## src/rtl/chtl_pkg.sv

```systemverilog
// Shared types and constants of the chained hash table lookup unit.
// Used by every module in this folder; depends on nothing.
package chtl_pkg;

  localparam int unsigned TableDepthDef = 1024;
  localparam int unsigned QueueDepth    = 2;

  localparam int unsigned SlotW   = 10;
  localparam int unsigned WordW   = 32;
  localparam int unsigned RsizeW  = 16;
  localparam int unsigned StatusW = 3;
  localparam int unsigned InDataW = 152;
  localparam int unsigned CfgIdxW = 2;

  localparam logic [WordW-1:0] HashSeed = 32'hffcc_ff44;

  localparam logic CMD_WRITE  = 1'b0;
  localparam logic CMD_LOOKUP = 1'b1;

  localparam logic [StatusW-1:0] ST_FOUND  = 3'd0;
  localparam logic [StatusW-1:0] ST_EMPTY  = 3'd1;
  localparam logic [StatusW-1:0] ST_ABSENT = 3'd2;
  localparam logic [StatusW-1:0] ST_BOUNDS = 3'd3;
  localparam logic [StatusW-1:0] ST_LONG   = 3'd4;

  localparam logic [CfgIdxW-1:0] REG_CAPACITY_MASK = 2'd0;
  localparam logic [CfgIdxW-1:0] REG_MEMORY_LENGTH = 2'd1;
  localparam logic [CfgIdxW-1:0] REG_RECORD_SIZE   = 2'd2;

  localparam logic [SlotW-1:0]  CapMaskRst = 10'd1023;
  localparam logic [WordW-1:0]  MemLenRst  = 32'd0;
  localparam logic [RsizeW-1:0] RsizeRst   = 16'd256;

  typedef struct packed {
    logic [SlotW-1:0]  capacity_mask;
    logic [WordW-1:0]  memory_length;
    logic [RsizeW-1:0] record_size;
  } cfg_t;

  // key carries item_id and hash carries the mixed id for a lookup
  typedef struct packed {
    logic             cmd;
    logic [SlotW-1:0] index;
    logic [WordW-1:0] key;
    logic [WordW-1:0] hash;
    logic [WordW-1:0] offset;
    logic             has_next;
    logic [SlotW-1:0] next;
  } entry_t;

  function automatic logic [WordW-1:0] rotl(input logic [WordW-1:0] v, input int unsigned s);
    rotl = (v << s) | (v >> (WordW - s));
  endfunction

  function automatic logic [WordW-1:0] mix_id(input logic [WordW-1:0] id);
    logic [WordW-1:0] a;
    logic [WordW-1:0] b;
    a = HashSeed ^ id;
    b = rotl(id, 14);
    a = a - b;
    b = rotl(b, 5) ^ a;
    mix_id = b - rotl(a, 13);
  endfunction

endpackage

```

## src/rtl/chtl_fifo.sv

```systemverilog
// Short request queue between the front and the back of the lookup unit.
// Depends on chtl_pkg for the entry type.
module chtl_fifo #(
  parameter int unsigned DEPTH = chtl_pkg::QueueDepth
) (
  input  logic            clk_i,
  input  logic            rst_ni,
  input  logic            push_i,
  input  chtl_pkg::entry_t wdata_i,
  output logic            full_o,
  input  logic            pop_i,
  output logic            valid_o,
  output chtl_pkg::entry_t rdata_o
);
  import chtl_pkg::*;

  localparam int unsigned PtrW = (DEPTH > 1) ? $clog2(DEPTH) : 1;
  localparam int unsigned CntW = $clog2(DEPTH + 1);

  entry_t            mem_q [DEPTH];
  logic [PtrW-1:0]   wr_ptr_q, wr_ptr_d;
  logic [PtrW-1:0]   rd_ptr_q, rd_ptr_d;
  logic [CntW-1:0]   cnt_q, cnt_d;

  assign full_o  = (cnt_q == CntW'(DEPTH));
  assign valid_o = (cnt_q != '0);
  assign rdata_o = mem_q[rd_ptr_q];

  always_comb begin
    wr_ptr_d = wr_ptr_q;
    rd_ptr_d = rd_ptr_q;
    cnt_d    = cnt_q;
    if (push_i) begin
      wr_ptr_d = (wr_ptr_q == PtrW'(DEPTH - 1)) ? '0 : wr_ptr_q + 1'b1;
    end
    if (pop_i) begin
      rd_ptr_d = (rd_ptr_q == PtrW'(DEPTH - 1)) ? '0 : rd_ptr_q + 1'b1;
    end
    if (push_i && !pop_i) begin
      cnt_d = cnt_q + 1'b1;
    end else if (pop_i && !push_i) begin
      cnt_d = cnt_q - 1'b1;
    end
  end

  always_ff @(posedge clk_i or negedge rst_ni) begin
    if (!rst_ni) begin
      wr_ptr_q <= '0;
      rd_ptr_q <= '0;
      cnt_q    <= '0;
    end else begin
      wr_ptr_q <= wr_ptr_d;
      rd_ptr_q <= rd_ptr_d;
      cnt_q    <= cnt_d;
    end
  end

  always_ff @(posedge clk_i) begin
    if (push_i) begin
      mem_q[wr_ptr_q] <= wdata_i;
    end
  end

endmodule

```

## src/rtl/chtl_front.sv

```systemverilog
// Front end: accepts stream requests, hashes lookup ids and queues them.
// Depends on chtl_pkg and chtl_fifo.
module chtl_front (
  input  logic                          clk_i,
  input  logic                          rst_ni,
  input  logic                          enable_i,
  input  logic                          s_axis_tvalid,
  output logic                          s_axis_tready,
  input  logic [chtl_pkg::InDataW-1:0]  s_axis_tdata,
  input  logic                          s_axis_tuser,
  input  logic                          pop_i,
  output logic                          valid_o,
  output chtl_pkg::entry_t              entry_o
);
  import chtl_pkg::*;

  entry_t entry;
  logic   full;
  logic   push;

  always_comb begin
    entry.cmd      = s_axis_tuser;
    entry.index    = s_axis_tdata[9:0];
    entry.offset   = s_axis_tdata[105:74];
    entry.has_next = s_axis_tdata[106];
    entry.next     = s_axis_tdata[116:107];
    if (s_axis_tuser == CMD_LOOKUP) begin
      entry.key  = s_axis_tdata[148:117];
      entry.hash = mix_id(s_axis_tdata[148:117]);
    end else begin
      entry.key  = s_axis_tdata[41:10];
      entry.hash = s_axis_tdata[73:42];
    end
  end

  assign s_axis_tready = enable_i && !full;
  assign push          = s_axis_tvalid && s_axis_tready;

  chtl_fifo #(
    .DEPTH(QueueDepth)
  ) u_fifo (
    .clk_i  (clk_i),
    .rst_ni (rst_ni),
    .push_i (push),
    .wdata_i(entry),
    .full_o (full),
    .pop_i  (pop_i),
    .valid_o(valid_o),
    .rdata_o(entry_o)
  );

endmodule

```

## config.mk

```make
export PLATFORM = sky130hd
export DESIGN_NAME = chtl_front
export DESIGN_NICKNAME = d
export VERILOG_FILES = /design/src/rtl/chtl_pkg.sv /design/src/rtl/chtl_fifo.sv /design/src/rtl/chtl_front.sv
export SDC_FILE = /design/constraint.sdc
export NUM_CORES = 1
export LEC_CHECK = 0
export ABC_AREA = 1
export CORE_MARGIN = 1
export CORE_UTILIZATION = 35
export DETAILED_ROUTE_END_ITERATION = 6
export DONT_BUFFER_PORTS = 1
export GPL_TIMING_DRIVEN = 1
export PLACE_DENSITY = 0.62
export SLEW_MARGIN = 20
export SYNTH_ARGS = -nofsm -noshare
export SYNTH_HDL_FRONTEND = slang
export SYNTH_SLANG_ARGS = --single-unit
```

## constraint.sdc

```tcl
create_clock -name clk_i -period 6.3 [get_ports clk_i]
set_input_delay 0.63 -clock clk_i [delete_from_list [all_inputs] [get_ports clk_i]]
set_output_delay 0.63 -clock clk_i [all_outputs]
set_load 0.01 [all_outputs]
```

### Yosys cells after proc, flatten, opt, wreduce, memory -nomap -nowiden

Memories as Yosys holds them, arrays and structs flattened.
Index checks and enable logic that the tools add are counted.

| word-level totals | value |
|---|---|
| flip-flop bits (word level) | 4 |
| bits in writable memories | 236 |
| bits of input ports | 158 |
| memories kept | 1 |

| cells by class | value |
|---|---|
| add/sub/neg operators | 6 |
| equality and inequality tests | 1 |
| mux-type cells | 7 |
| bitwise logic cells | 5 |
| reduce and logical (&&, ||, !) cells | 9 |

Memories:

| memory | words | bits a word | read ports | clocked after memory_dff | wr ports | line | text |
|---|---|---|---|---|---|---|---|
| u_fifo.mem_q | 2 | 118 | 1 | 0 | 1 | chtl_fifo.sv:20 | `entry_t mem_q [DEPTH];` |

Operators with widths:

| operator | count |
|---|---|
| two-way mux 64 bit | 1 |
| subtractor 32 bit | 2 |
| bitwise OR 32 x 13 -> 32 bit | 1 |
| bitwise OR 32 x 14 -> 32 bit | 1 |
| bitwise OR 32 x 5 -> 32 bit | 1 |
| XOR 32 bit | 1 |
| inverter 22 bit | 1 |
| logical AND 1 bit | 4 |
| two-way mux 1 bit | 4 |
| two-way mux 2 bit | 2 |
| nonzero test 2 bit | 2 |
| zero test 1 bit | 3 |
| adder 1 bit (second input constant) | 2 |
| adder 2 x 1 -> 2 bit (second input constant) | 1 |
| == test 2 bit (second input constant) | 1 |
| subtractor 2 x 1 -> 2 bit (second input constant) | 1 |

### Longest topological paths before layout

Gate-level depths: netlist (run 1).

| logic depth | value |
|---|---|
| depth in word-level cells | 8 |
| gate-level depth with buffers | 32 |
| mapped depth without buffers | 32 |

### Modules after synthesis

A second synthesis (run 1) with hierarchy kept.

| second synthesis, totals | value |
|---|---|
| cell total of the unflattened synthesis | 1191 |
| area total of the unflattened synthesis | 13410.4 um2 |

By module, submodules not included:

| module | times used | cells an instance | area each (um2) | seq. area each (um2) |
|---|---|---|---|---|
| chtl_fifo | 1 | 392 | 8764.7 | 7186.9 |
| chtl_front | 1 | 799 | 4645.7 | 0.0 |

### Worst setup path before layout (run 1)

Ideal clock, no wire load.

| timing | value |
|---|---|
| path type | input-to-reg |
| start point | input enable_i |
| end point | memory u_fifo.mem_q[0][0] in the netlist's numbering (enable) |
| arrival time | 6.122 ns |
| required time | 5.703 ns |
| setup slack | -0.419 ns |
| stages | 3 |
| buffers on the path | 0 |
| path through | a21boi_0 > nand2_1 > nor2_1 |

| on the way | value |
|---|---|
| longest elaborated chain between the ends | 4 |

Ends and longest elaborated chain:

| element | line | text |
|---|---|---|
| start, declared | chtl_front.sv:6 | `input logic enable_i,` |
| logical AND 1 bit | chtl_front.sv:36 | `assign s_axis_tready = enable_i && !full;` |
| logical AND 1 bit | chtl_front.sv:37 | `assign push = s_axis_tvalid && s_axis_tready;` |
| two-way mux 1 bit | chtl_fifo.sv:59 | `if (push_i) begin` |
| two-way mux 1 bit (not written as such) | chtl_fifo.sv:60 | `mem_q[wr_ptr_q] <= wdata_i;` |
| end, declared | chtl_fifo.sv:20 |  |

No other way between the ends.

==> results of run 1 <==
power by group through the flow:
stage / registers [µW] / logic (µW) / clock network [µW]
floorplan: 2150 / 1700 / 0
global placement: 2200 / 2150 / 0
detailed placement: 2210 / 2160 / 0
CTS: 2180 / 2170 / 1350
global route: 2200 / 2340 / 1390
finish: 2180 / 2130 / 1310
per-layer routing:
metal  global-route usage  part of all wire
met5                    0           0.00037
met2                0.301              0.48
met3               0.0547             0.084
met1                0.212              0.41
met4               0.0611             0.028
worst reg2reg max path, cell delays in order (launching register included):
cell      delay, ps
dfrtp_1         350
inv_1            80
a21boi_0        460
nand2_1         320
nor2_4          570
buf_4           760
how the worst max path moves through the flow:
stage          slack (ps)  depth (start not counted)              start                  end
6_report             1440                         20  s_axis_tdata[117]  u_fifo.mem_q[1][72]
5_1_grt              1220                         23  s_axis_tdata[117]  u_fifo.mem_q[1][64]
4_1_cts              1550                         20  s_axis_tdata[117]  u_fifo.mem_q[0][72]
3_5_place_dp         1020                         20  s_axis_tdata[117]  u_fifo.mem_q[1][72]
3_3_place_gp         1000                         20  s_axis_tdata[117]  u_fifo.mem_q[0][72]
2_1_floorplan        -420                          3           enable_i   u_fifo.mem_q[0][0]
sequential cells by signal, summed over array words and instances (netlist names):
register	cells
u_fifo.mem_q	236
u_fifo.cnt_q	2
u_fifo.rd_ptr_q	1
u_fifo.wr_ptr_q	1
cells in the mapped netlist, types with 3 or more instances:
library cell / number / area (µm²)
o21ai_1: 5 / 25.0
nor3_1: 5 / 25.0
nand2_1: 210 / 788
ha_1: 64 / 801
or2_2: 3 / 18.8
a21oi_1: 61 / 305
o21ai_2: 3 / 26.3
nor2_2: 4 / 25.0
o21ai_0: 70 / 350
nand2_2: 22 / 138
dfrtp_1: 4 / 100
a21o_1: 4 / 30.0
nand3_1: 29 / 145
inv_2: 5 / 18.8
xor2_1: 51 / 447
nor2_1: 46 / 173
mux2_2: 118 / 1330
inv_1: 105 / 394
a31oi_1: 7 / 43.8
a21oi_2: 7 / 61.3
xnor2_1: 27 / 236
o21a_1: 7 / 52.6
edfxtp_1: 236 / 7090
clkbuf_1: 25 / 93.8
nand2_4: 3 / 33.8
nand4_1: 5 / 31.3
o21bai_1: 3 / 22.5
metrics by stage:
step	hold WS, ps	util
floorplan	334	-
global placement	335	0.375
detailed placement	335	0.375
CTS	160	0.395
global route	171	0.395
finish	181	0.395
final cells by class:
class                           instances  area (µm²)
Clock inverter                         13        76.3
Sequential cell                       240        7190
Fill cell                            3547       22300
Inverter                              110         414
Tap cell                              504         631
Timing Repair Buffer                   10        90.1
Clock buffer                           29         641
Multi-Input combinational cell        789        5520
cells by family after synthesis:
| kind of cell | share of synthesized area |
|---|---|
| AOI/OAI and AO/OA | 0.0853 |
| xor gates and xnor gates | 0.0559 |
| adders and majority gates | 0.0636 |
| buffers and inverters | 0.0394 |
| DFF | 0.544 |
| muxes | 0.101 |
| and+or+nand+nor | 0.111 |
==> flow_summary.ini, run 1 <==
[route]
drcViolationCount = 1
drt_iter0_drc = 520
drtAntennaViolNets = 0
dr.pass1.iters = 7
vias = 8525
wl_per_cell_um = 20.6
vias_per_cell = 5.03
wirelength_um = 34800

[place]
dpl_cell_area_um2 = 13800
place_congestion = 0.928
dp.cells = 1652
io_buffers = 0
dp_slack_ps = 1020
hpwl_um = 26400

[clock_network]
htree_levels = 1
clkTransAtPathRegs_ps = 60
post_cts_buffers = 0
numClockSinks = 240
clockRootBuffer = clkbuf_16
cts_tree = yes
clockBufferDepth = 3
cts_resized = 0
cts-buffers-inserted = 25
clock_latency_ps = 530
hold_buffers = 1

[critical_path]
r2r-start = u_fifo.cnt_q[0]
r2r_cells = 5
crit_type = in -> reg
end_kind = register
path_max_fanout = 5
required_ps = 6640
crit_path_start_kind = input pin
r2r-end = u_fifo.mem_q[0][72]
r2r_slack_ps = 3300
cp.arrival_ps = 5200
critPathTopFamily = compound AO/OA/AOI/OAI gates
slowest_delay_ps = 680
cp_num_buf_inv = 2
crit_chain = inv_1 -> ha_1 -> inv_1 -> fa_1 -> nand3_1 -> nand2_2 -> nand3_2 -> nand3_2 -> a21boi_4 -> o21ai_4 -> a21oi_4 -> xor2_1 -> xor2_1 -> ha_1 -> a21oi_1 -> o21a_1 -> o21ai_0 -> a2111oi_0 -> nand3_1 -> a31oi_1
slowest_stage = a2111oi_0

[cells_and_area]
stdcell_count = 1695
fin_nets = 1400
areaGrowthSynthToFinish_pct = 10.2
final_cell_mix = edfxtp_1, nand2_1, mux2_2
drive_above_1_share = 0.192
design_area_um2 = 14600
layout_commonest_cell = edfxtp_1
num_antenna_cells = 0

[logic_synthesis]
avgSynthCellArea_um2 = 11.3
yosys_warnings = 0
async_flop_share = 0.0167
synthFlopType = edfxtp_1
synth_edf_count = 236
synthCells = 1167
synth.cell_area_um2 = 13200
synth_sequential_area_ratio = 0.544
synth_cell_types = 56
syn_nets = 1391
ys_ff_latch = 240

[timing]
setup_viol = 0
fin_crit_ps = 4860
slew_headroom = 0.418
fin_ws_ps = 1440
slew_viol_final = 0
skew_ps = 23.6
fmax_mhz = 206
tightest_slew_ps = 873
hold_viol = 0
setup_tns_ps = 0
fin_crit_sh = 0.771
rsz0062_at_grt = no

[power]
switchingPower_uw = 2040
seqPwrFrac = 0.387
pwr-share-clk = 0.233
total_power_uw = 5620
switching_share = 0.362
p_leak_uw = 0.00554
peakVddDrop_uv = 173
powerDensity_nw_per_um2 = 386
p_int_uw = 3580
power_frac_comb = 0.380

[grt]
grt_max_degree = 119
grt_pass1_wl_um = 51100
grt_usage = 0.177
grt_pass1_vias = 8566
antenna_found_initial = 1
grt_remaining_overflow = 0

[worst_hold_path]
hold_path_depth = 1
hp-start = pop_i
hp-class = in -> reg
holdPathEnd = u_fifo.rd_ptr_q

[die]
io_pins = 278
die_w_um = 196
num_rows = 70
die_area_um2 = 38500
initial_core_util = 0.358
core_area_um2 = 36900
fp.dieH_um = 196

[run_status]
violations = design-rule violations
outcome = complete, but fails checks

[flow_run]
drv_cap = 0
(Power assumes the default switching activity.)
==> run 2, diff against run 1 <==
--- a/config.mk
+++ b/config.mk
@@ -5,13 +5,13 @@
 export SDC_FILE = /design/constraint.sdc
 export NUM_CORES = 1
 export LEC_CHECK = 0
-export ABC_AREA = 1
+export ABC_AREA = 0
 export CORE_MARGIN = 1
 export CORE_UTILIZATION = 35
 export DETAILED_ROUTE_END_ITERATION = 6
 export DONT_BUFFER_PORTS = 1
 export GPL_TIMING_DRIVEN = 1
-export PLACE_DENSITY = 0.62
+export PLACE_DENSITY = 0.6
 export SLEW_MARGIN = 20
 export SYNTH_ARGS = -nofsm -noshare
 export SYNTH_HDL_FRONTEND = slang
==> constraint.sdc (replaced) <==
create_clock -name clk_i -period 4.9 [get_ports clk_i]
set_input_delay 0.49 -clock clk_i [delete_from_list [all_inputs] [get_ports clk_i]]
set_output_delay 0.49 -clock clk_i [all_outputs]
set_load 0.01 [all_outputs]
==> run 2 against run 1 <==
The run now ends clean; synthesized cell count fell by 17%; total power rose by 41%; clock skew fell by 16 ps; routed wire length about the same; clock power increased by 37%; critical path depth up 5.
==> flow_summary.ini, run 2 <==
[die]
fp.dieH_um = 195
initial_core_util = 0.355
die_area_um2 = 37900
core_area_um2 = 36600
die_w_um = 195
io_pins = 278
num_rows = 70

[logic_synthesis]
avgSynthCellArea_um2 = 13.4
synth_fa_ha_area_frac = 0.0647
synthSimpleGateAreaFrac = 0.0528
synth_area_leaders = edfxtp_1, mux2_2, ha_1, xnor2_1, a21oi_1
syn_nets = 1191
ys_ff_latch = 240
synth_xor_area_frac = 0.0622
post-synth-top-count-cell = edfxtp_1
synth_top_area_share = 0.545
synth_cell_types = 65
synth.cell_area_um2 = 13000
synthTopCellsByCount = edfxtp_1, mux2_2, ha_1
synthCells = 967
async_flop_share = 0.0167
synth_top_family_by_area = multiplexers
synth_sequential_area_ratio = 0.553
synthFlopType = edfxtp_1
yosys_warnings = 0
synth_compound_area_frac = 0.0998
synth_top_area_cell = edfxtp_1
synth_edf_count = 236
yosys-mux-area-fraction = 0.144

[cells_and_area]
biggestRegsByFlops = u_fifo.mem_q (236), u_fifo.cnt_q (2)
finish.utilization = 0.438
layout_commonest_cell = edfxtp_1
n_fill_cell = 3402
stdcell_count = 1656
drive_above_1_share = 0.350
largest_register_ffs = 236
fin_nets = 1396
num_antenna_cells = 0
areaGrowthSynthToFinish_pct = 23.5
final_cell_mix = edfxtp_1, buf_4, mux2_2
regMostFlops = u_fifo.mem_q
design_area_um2 = 16100

[clock_network]
clockBufferDepth = 3
clkTransAtPathRegs_ps = 60
cts-buffers-inserted = 25
cts_tree = yes
clock_latency_ps = 550
htree_levels = 1
numClockSinks = 240
clockRootBuffer = clkbuf_16

[grt]
grt_pass1_vias = 8575
grt_max_degree = 119
grt_usage = 0.179
grt_remaining_overflow = 0
antenna_found_initial = 2
grt_pass1_wl_um = 50900

[timing]
fin_crit_ps = 4710
slew_viol_final = 0
tightest_slew_ps = 900
hold_viol = 0
fin_ws_ps = 187
slew_headroom = 0.400
fmax_mhz = 212
fin_crit_sh = 0.962
skew_ps = 7.89
setup_viol = 0

[power]
total_power_uw = 7930
peakVddDrop_uv = 327
powerDensity_nw_per_um2 = 494
p_leak_uw = 0.00609

[critical_path]
crit_type = in -> reg
cp_num_buf_inv = 5
path_max_fanout = 4
slowest_delay_ps = 480
cp.arrival_ps = 5020
critPathTopFamily = compound AO/OA/AOI/OAI gates
end_kind = register
required_ps = 5210
r2r_slack_ps = 2160
crit_path_start_kind = input pin
slowest_stage = a2111o_1
cpMostUsedCell = buf_4

[route]
drcViolationCount = 0
drtAntennaViolNets = 0
wl_per_cell_um = 21.0
vias = 8524
dr.pass1.iters = 4
wirelength_um = 34800
drt_iter0_drc = 313
vias_per_cell = 5.15

[worst_hold_path]
hp-class = in -> reg

[place]
hpwl_um = 26200
io_buffers = 0
dpl_cell_area_um2 = 14900
dp.cells = 1579
dp_slack_ps = -495
place_congestion = 0.915

[run_status]
outcome = finished clean

[flow_run]
drv_cap = 0
## run 2: cell count changes after synthesis, moves of 7 or more
| cell | delta |
|---|---|
| nand2_1 | -164 |
| inv_1 | -51 |
| mux2_2 | +48 |
| o21ai_0 | -44 |
| xnor2_1 | +34 |
| xor2_1 | -30 |
| nand2_2 | -22 |
| a21o_1 | +20 |
| nand3_1 | -19 |
| nor2_1 | -14 |
| nand2b_1 | +10 |
| a21oi_1 | -8 |
| a21oi_2 | -7 |
| nor3_1 | +7 |
## run 2: cell families (layout without fill, tap and decap cells)
family	count (synthesis)	in the layout
DFF	240	240
AOI/OAI and AO/OA	187	187
muxes	166	166
and+or+nand+nor	143	143
xor gates and xnor gates	86	86
buffers and inverters	79	300
adders and majority gates	66	66
## run 2: final timing paths
path                                   startpoint                   to  cells past startpoint
worst max-delay path            s_axis_tdata[117]  u_fifo.mem_q[0][72]                     25
min in group asynchronous                  rst_ni      u_fifo.wr_ptr_q                      1
max in group asynchronous                  rst_ni      u_fifo.rd_ptr_q                      1
worst max register to register    u_fifo.cnt_q[0]  u_fifo.mem_q[1][96]                      4
worst min register to register    u_fifo.cnt_q[1]      u_fifo.cnt_q[1]                      1
worst min-delay path             s_axis_tdata[99]  u_fifo.mem_q[1][36]                      0
## run 2: layer usage
metal,vias up,track usage,share of wire
li1,4060,-,-
met5,-,0,0.00060
met2,259,0.309,0.49
met1,4144,0.210,0.40
met3,57,0.0550,0.075
met4,4,0.0561,0.027
## run 2: cell type report
class	count	area [µm²]	area share
sequential	240	7190	0.448
multi-input combinational	648	5650	0.352
timing repair buffer	203	1640	0.102
clock buffer	29	641	0.0399
tap	468	586	0.0365
inverter	54	219	0.0136
clock inverter	14	125	0.00779
## run 2: timing repair
| item | 4_1_cts | 5_1_grt |
|---|---|---|
| endpoints found under the hold margin | 57 | 0 |
| setup buffers | 0 | 4 |
| hold buffers | 30 | 0 |
| gates resized for setup | 0 | 20 |
| setup endpoints to repair | 0 | 34 |
## run 2: per-stage QoR
step | hold slack [ps] | setup TNS, ps
detailed placement | 195 | -13300
finish | 26.2 | 0
CTS | 0.311 | 0
floorplan | 194 | -81.1
global route | 2.51 | -12.6
global placement | 195 | -8720
## run 2: report_power, final
part	switching, µW	internal [µW]
registers	139	2660
logic	1750	1590
clock network	764	1040
total	2650	5280
==> run 3, diff against run 2 <==
--- a/config.mk
+++ b/config.mk
@@ -8,10 +8,12 @@
 export ABC_AREA = 0
 export CORE_MARGIN = 1
 export CORE_UTILIZATION = 35
+export CTS_BUF_LIST = sky130_fd_sc_hd__clkbuf_8 sky130_fd_sc_hd__clkbuf_16
 export DETAILED_ROUTE_END_ITERATION = 6
 export DONT_BUFFER_PORTS = 1
 export GPL_TIMING_DRIVEN = 1
 export PLACE_DENSITY = 0.6
+export RECOVER_POWER = 50
 export SLEW_MARGIN = 20
 export SYNTH_ARGS = -nofsm -noshare
 export SYNTH_HDL_FRONTEND = slang
==> run 3 against run 2 <==
The run now ends with max-capacitance violations, max-slew violations left; clock skew rose by 1.3 ps; routed wire length decreased by 0.13%; flip-flop and latch count did not move; critical endpoint unchanged; largest cell class unchanged; largest power group unchanged; highest routed layer unchanged.
==> flow_summary.ini, run 3 (same netlist as run 2, synthesis figures left out) <==
[run_status]
outcome = complete, but fails checks
violations = max-capacitance violations, max-slew violations

[critical_path]
r2r_cells = 5
slowest_delay_ps = 480
cpMostUsedCell = buf_4
end_kind = register
crit_path_start_kind = input pin
slowest_stage = a2111o_1
path_max_fanout = 4
critPathTopFamily = compound AO/OA/AOI/OAI gates
required_ps = 5210
crit_type = in -> reg
cp_num_buf_inv = 5
worst-path-stages = 25
cp.arrival_ps = 5030

[power]
peakVddDrop_uv = 324
total_power_uw = 7900
powerDensity_nw_per_um2 = 493
p_leak_uw = 0.00611

[grt]
antenna_found_initial = 2
grt_pass1_vias = 8575
grt_pass1_wl_um = 50900
grt_usage = 0.179
grt_remaining_overflow = 0
grt_max_degree = 119

[timing]
setup_tns_ps = 0
fin_ws_ps = 178
fin_crit_sh = 0.964
fin_crit_ps = 4720
slew_headroom = -1.15
hold_slack_ps = 23.9
skew_ps = 9.14
tightest_slew_ps = 3230
fmax_mhz = 212
hold_viol = 0
slew_viol_final = 221
setup_viol = 0

[route]
vias = 8490
vias_per_cell = 5.13
drt_iter0_drc = 297
dr.pass1.iters = 5
wl_per_cell_um = 21.0
drtAntennaViolNets = 0
drcViolationCount = 0
wirelength_um = 34800

[cells_and_area]
largest_register_ffs = 236
regMostFlops = u_fifo.mem_q
areaGrowthSynthToFinish_pct = 23.4
layout_commonest_cell = edfxtp_1
fin_nets = 1396
drive_above_1_share = 0.306
final_cell_mix = edfxtp_1, buf_4, mux2_2
biggestRegsByFlops = u_fifo.mem_q (236), u_fifo.cnt_q (2)
design_area_um2 = 16000
num_antenna_cells = 0

[clock_network]
cts_tree = yes
numClockSinks = 240
cts-buffers-inserted = 25
clockRootBuffer = clkbuf_16
htree_levels = 1
clkTransAtPathRegs_ps = 60
clock_latency_ps = 560
clockBufferDepth = 3

[die]
num_rows = 70
core_area_um2 = 36600
die_area_um2 = 37900
initial_core_util = 0.355
fp.dieH_um = 195
io_pins = 278
die_w_um = 195

[flow_run]
drv_cap = 3

[worst_hold_path]
hp-class = in -> reg
hold_path_depth = 0

[place]
dpl_cell_area_um2 = 14900
place_congestion = 0.915
hpwl_um = 26200
io_buffers = 0
dp_slack_ps = -495
run 3: changes by cell type in the layout (fill, tap and decap cells not counted), sizes merged:
cell    previous run  this run
clkbuf            29        26
inv               55        59
buf              173       172
run 3: final timing paths:
| check | startpoint | endpoint | slack, ps |
|---|---|---|---|
| setup / recovery | s_axis_tdata[117] | u_fifo.mem_q[0][72] | 180 |
| hold / removal | s_axis_tdata[99] | u_fifo.mem_q[1][36] | 20 |
| setup reg to reg | u_fifo.cnt_q[0] | u_fifo.mem_q[0][103] | 690 |
| hold reg to reg | u_fifo.cnt_q[1] | u_fifo.cnt_q[1] | 490 |
| max in group asynchronous | rst_ni | u_fifo.rd_ptr_q | 4520 |
| min in group asynchronous | rst_ni | u_fifo.wr_ptr_q | 210 |
run 3: final cells by class:
cell class	instances	area, µm²
Tap cell	468	586
Clock buffer	25	626
Clock inverter	18	140
Timing Repair Buffer	203	1620
Fill cell	3406	20600
Inverter	54	219
Sequential cell	240	7190
Multi-Input combinational cell	648	5650
run 3: stage by stage:
| stage | cells | utilization |
|---|---|---|
| 2_1_floorplan | 967 | - |
| 3_3_place_gp | 1579 | 0.406 |
| 3_5_place_dp | 1579 | 0.406 |
| 4_1_cts | 1652 | 0.435 |
| 5_1_grt | 1656 | 0.438 |
| 6_report | 1656 | 0.438 |
run 3: repair_timing:
item / CTS / global route
hold endpoints to repair: 57 / 0
resized for setup: 0 / 20
buffers inserted: 0 / 4
hold buffers: 30 / 0
endpoints found under the setup margin: 0 / 34
run 3: layer usage:
| layer | GRT usage | share of wire |
|---|---|---|
| met3 | 0.0550 | 0.079 |
| met4 | 0.0561 | 0.028 |
| met2 | 0.309 | 0.49 |
| met1 | 0.210 | 0.40 |
| met5 | 0 | 0.00078 |
run 3: report_power, final:
| part | leakage (µW) | switching [µW] | total, µW | internal [µW] |
|---|---|---|---|---|
| Combinational | 0.00351 | 1740 | 3290 | 1540 |
| Clock | 0.000392 | 767 | 1790 | 1030 |
| Sequential | 0.00220 | 142 | 2820 | 2670 |
| Total | 0.00611 | 2650 | 7900 | 5250 |
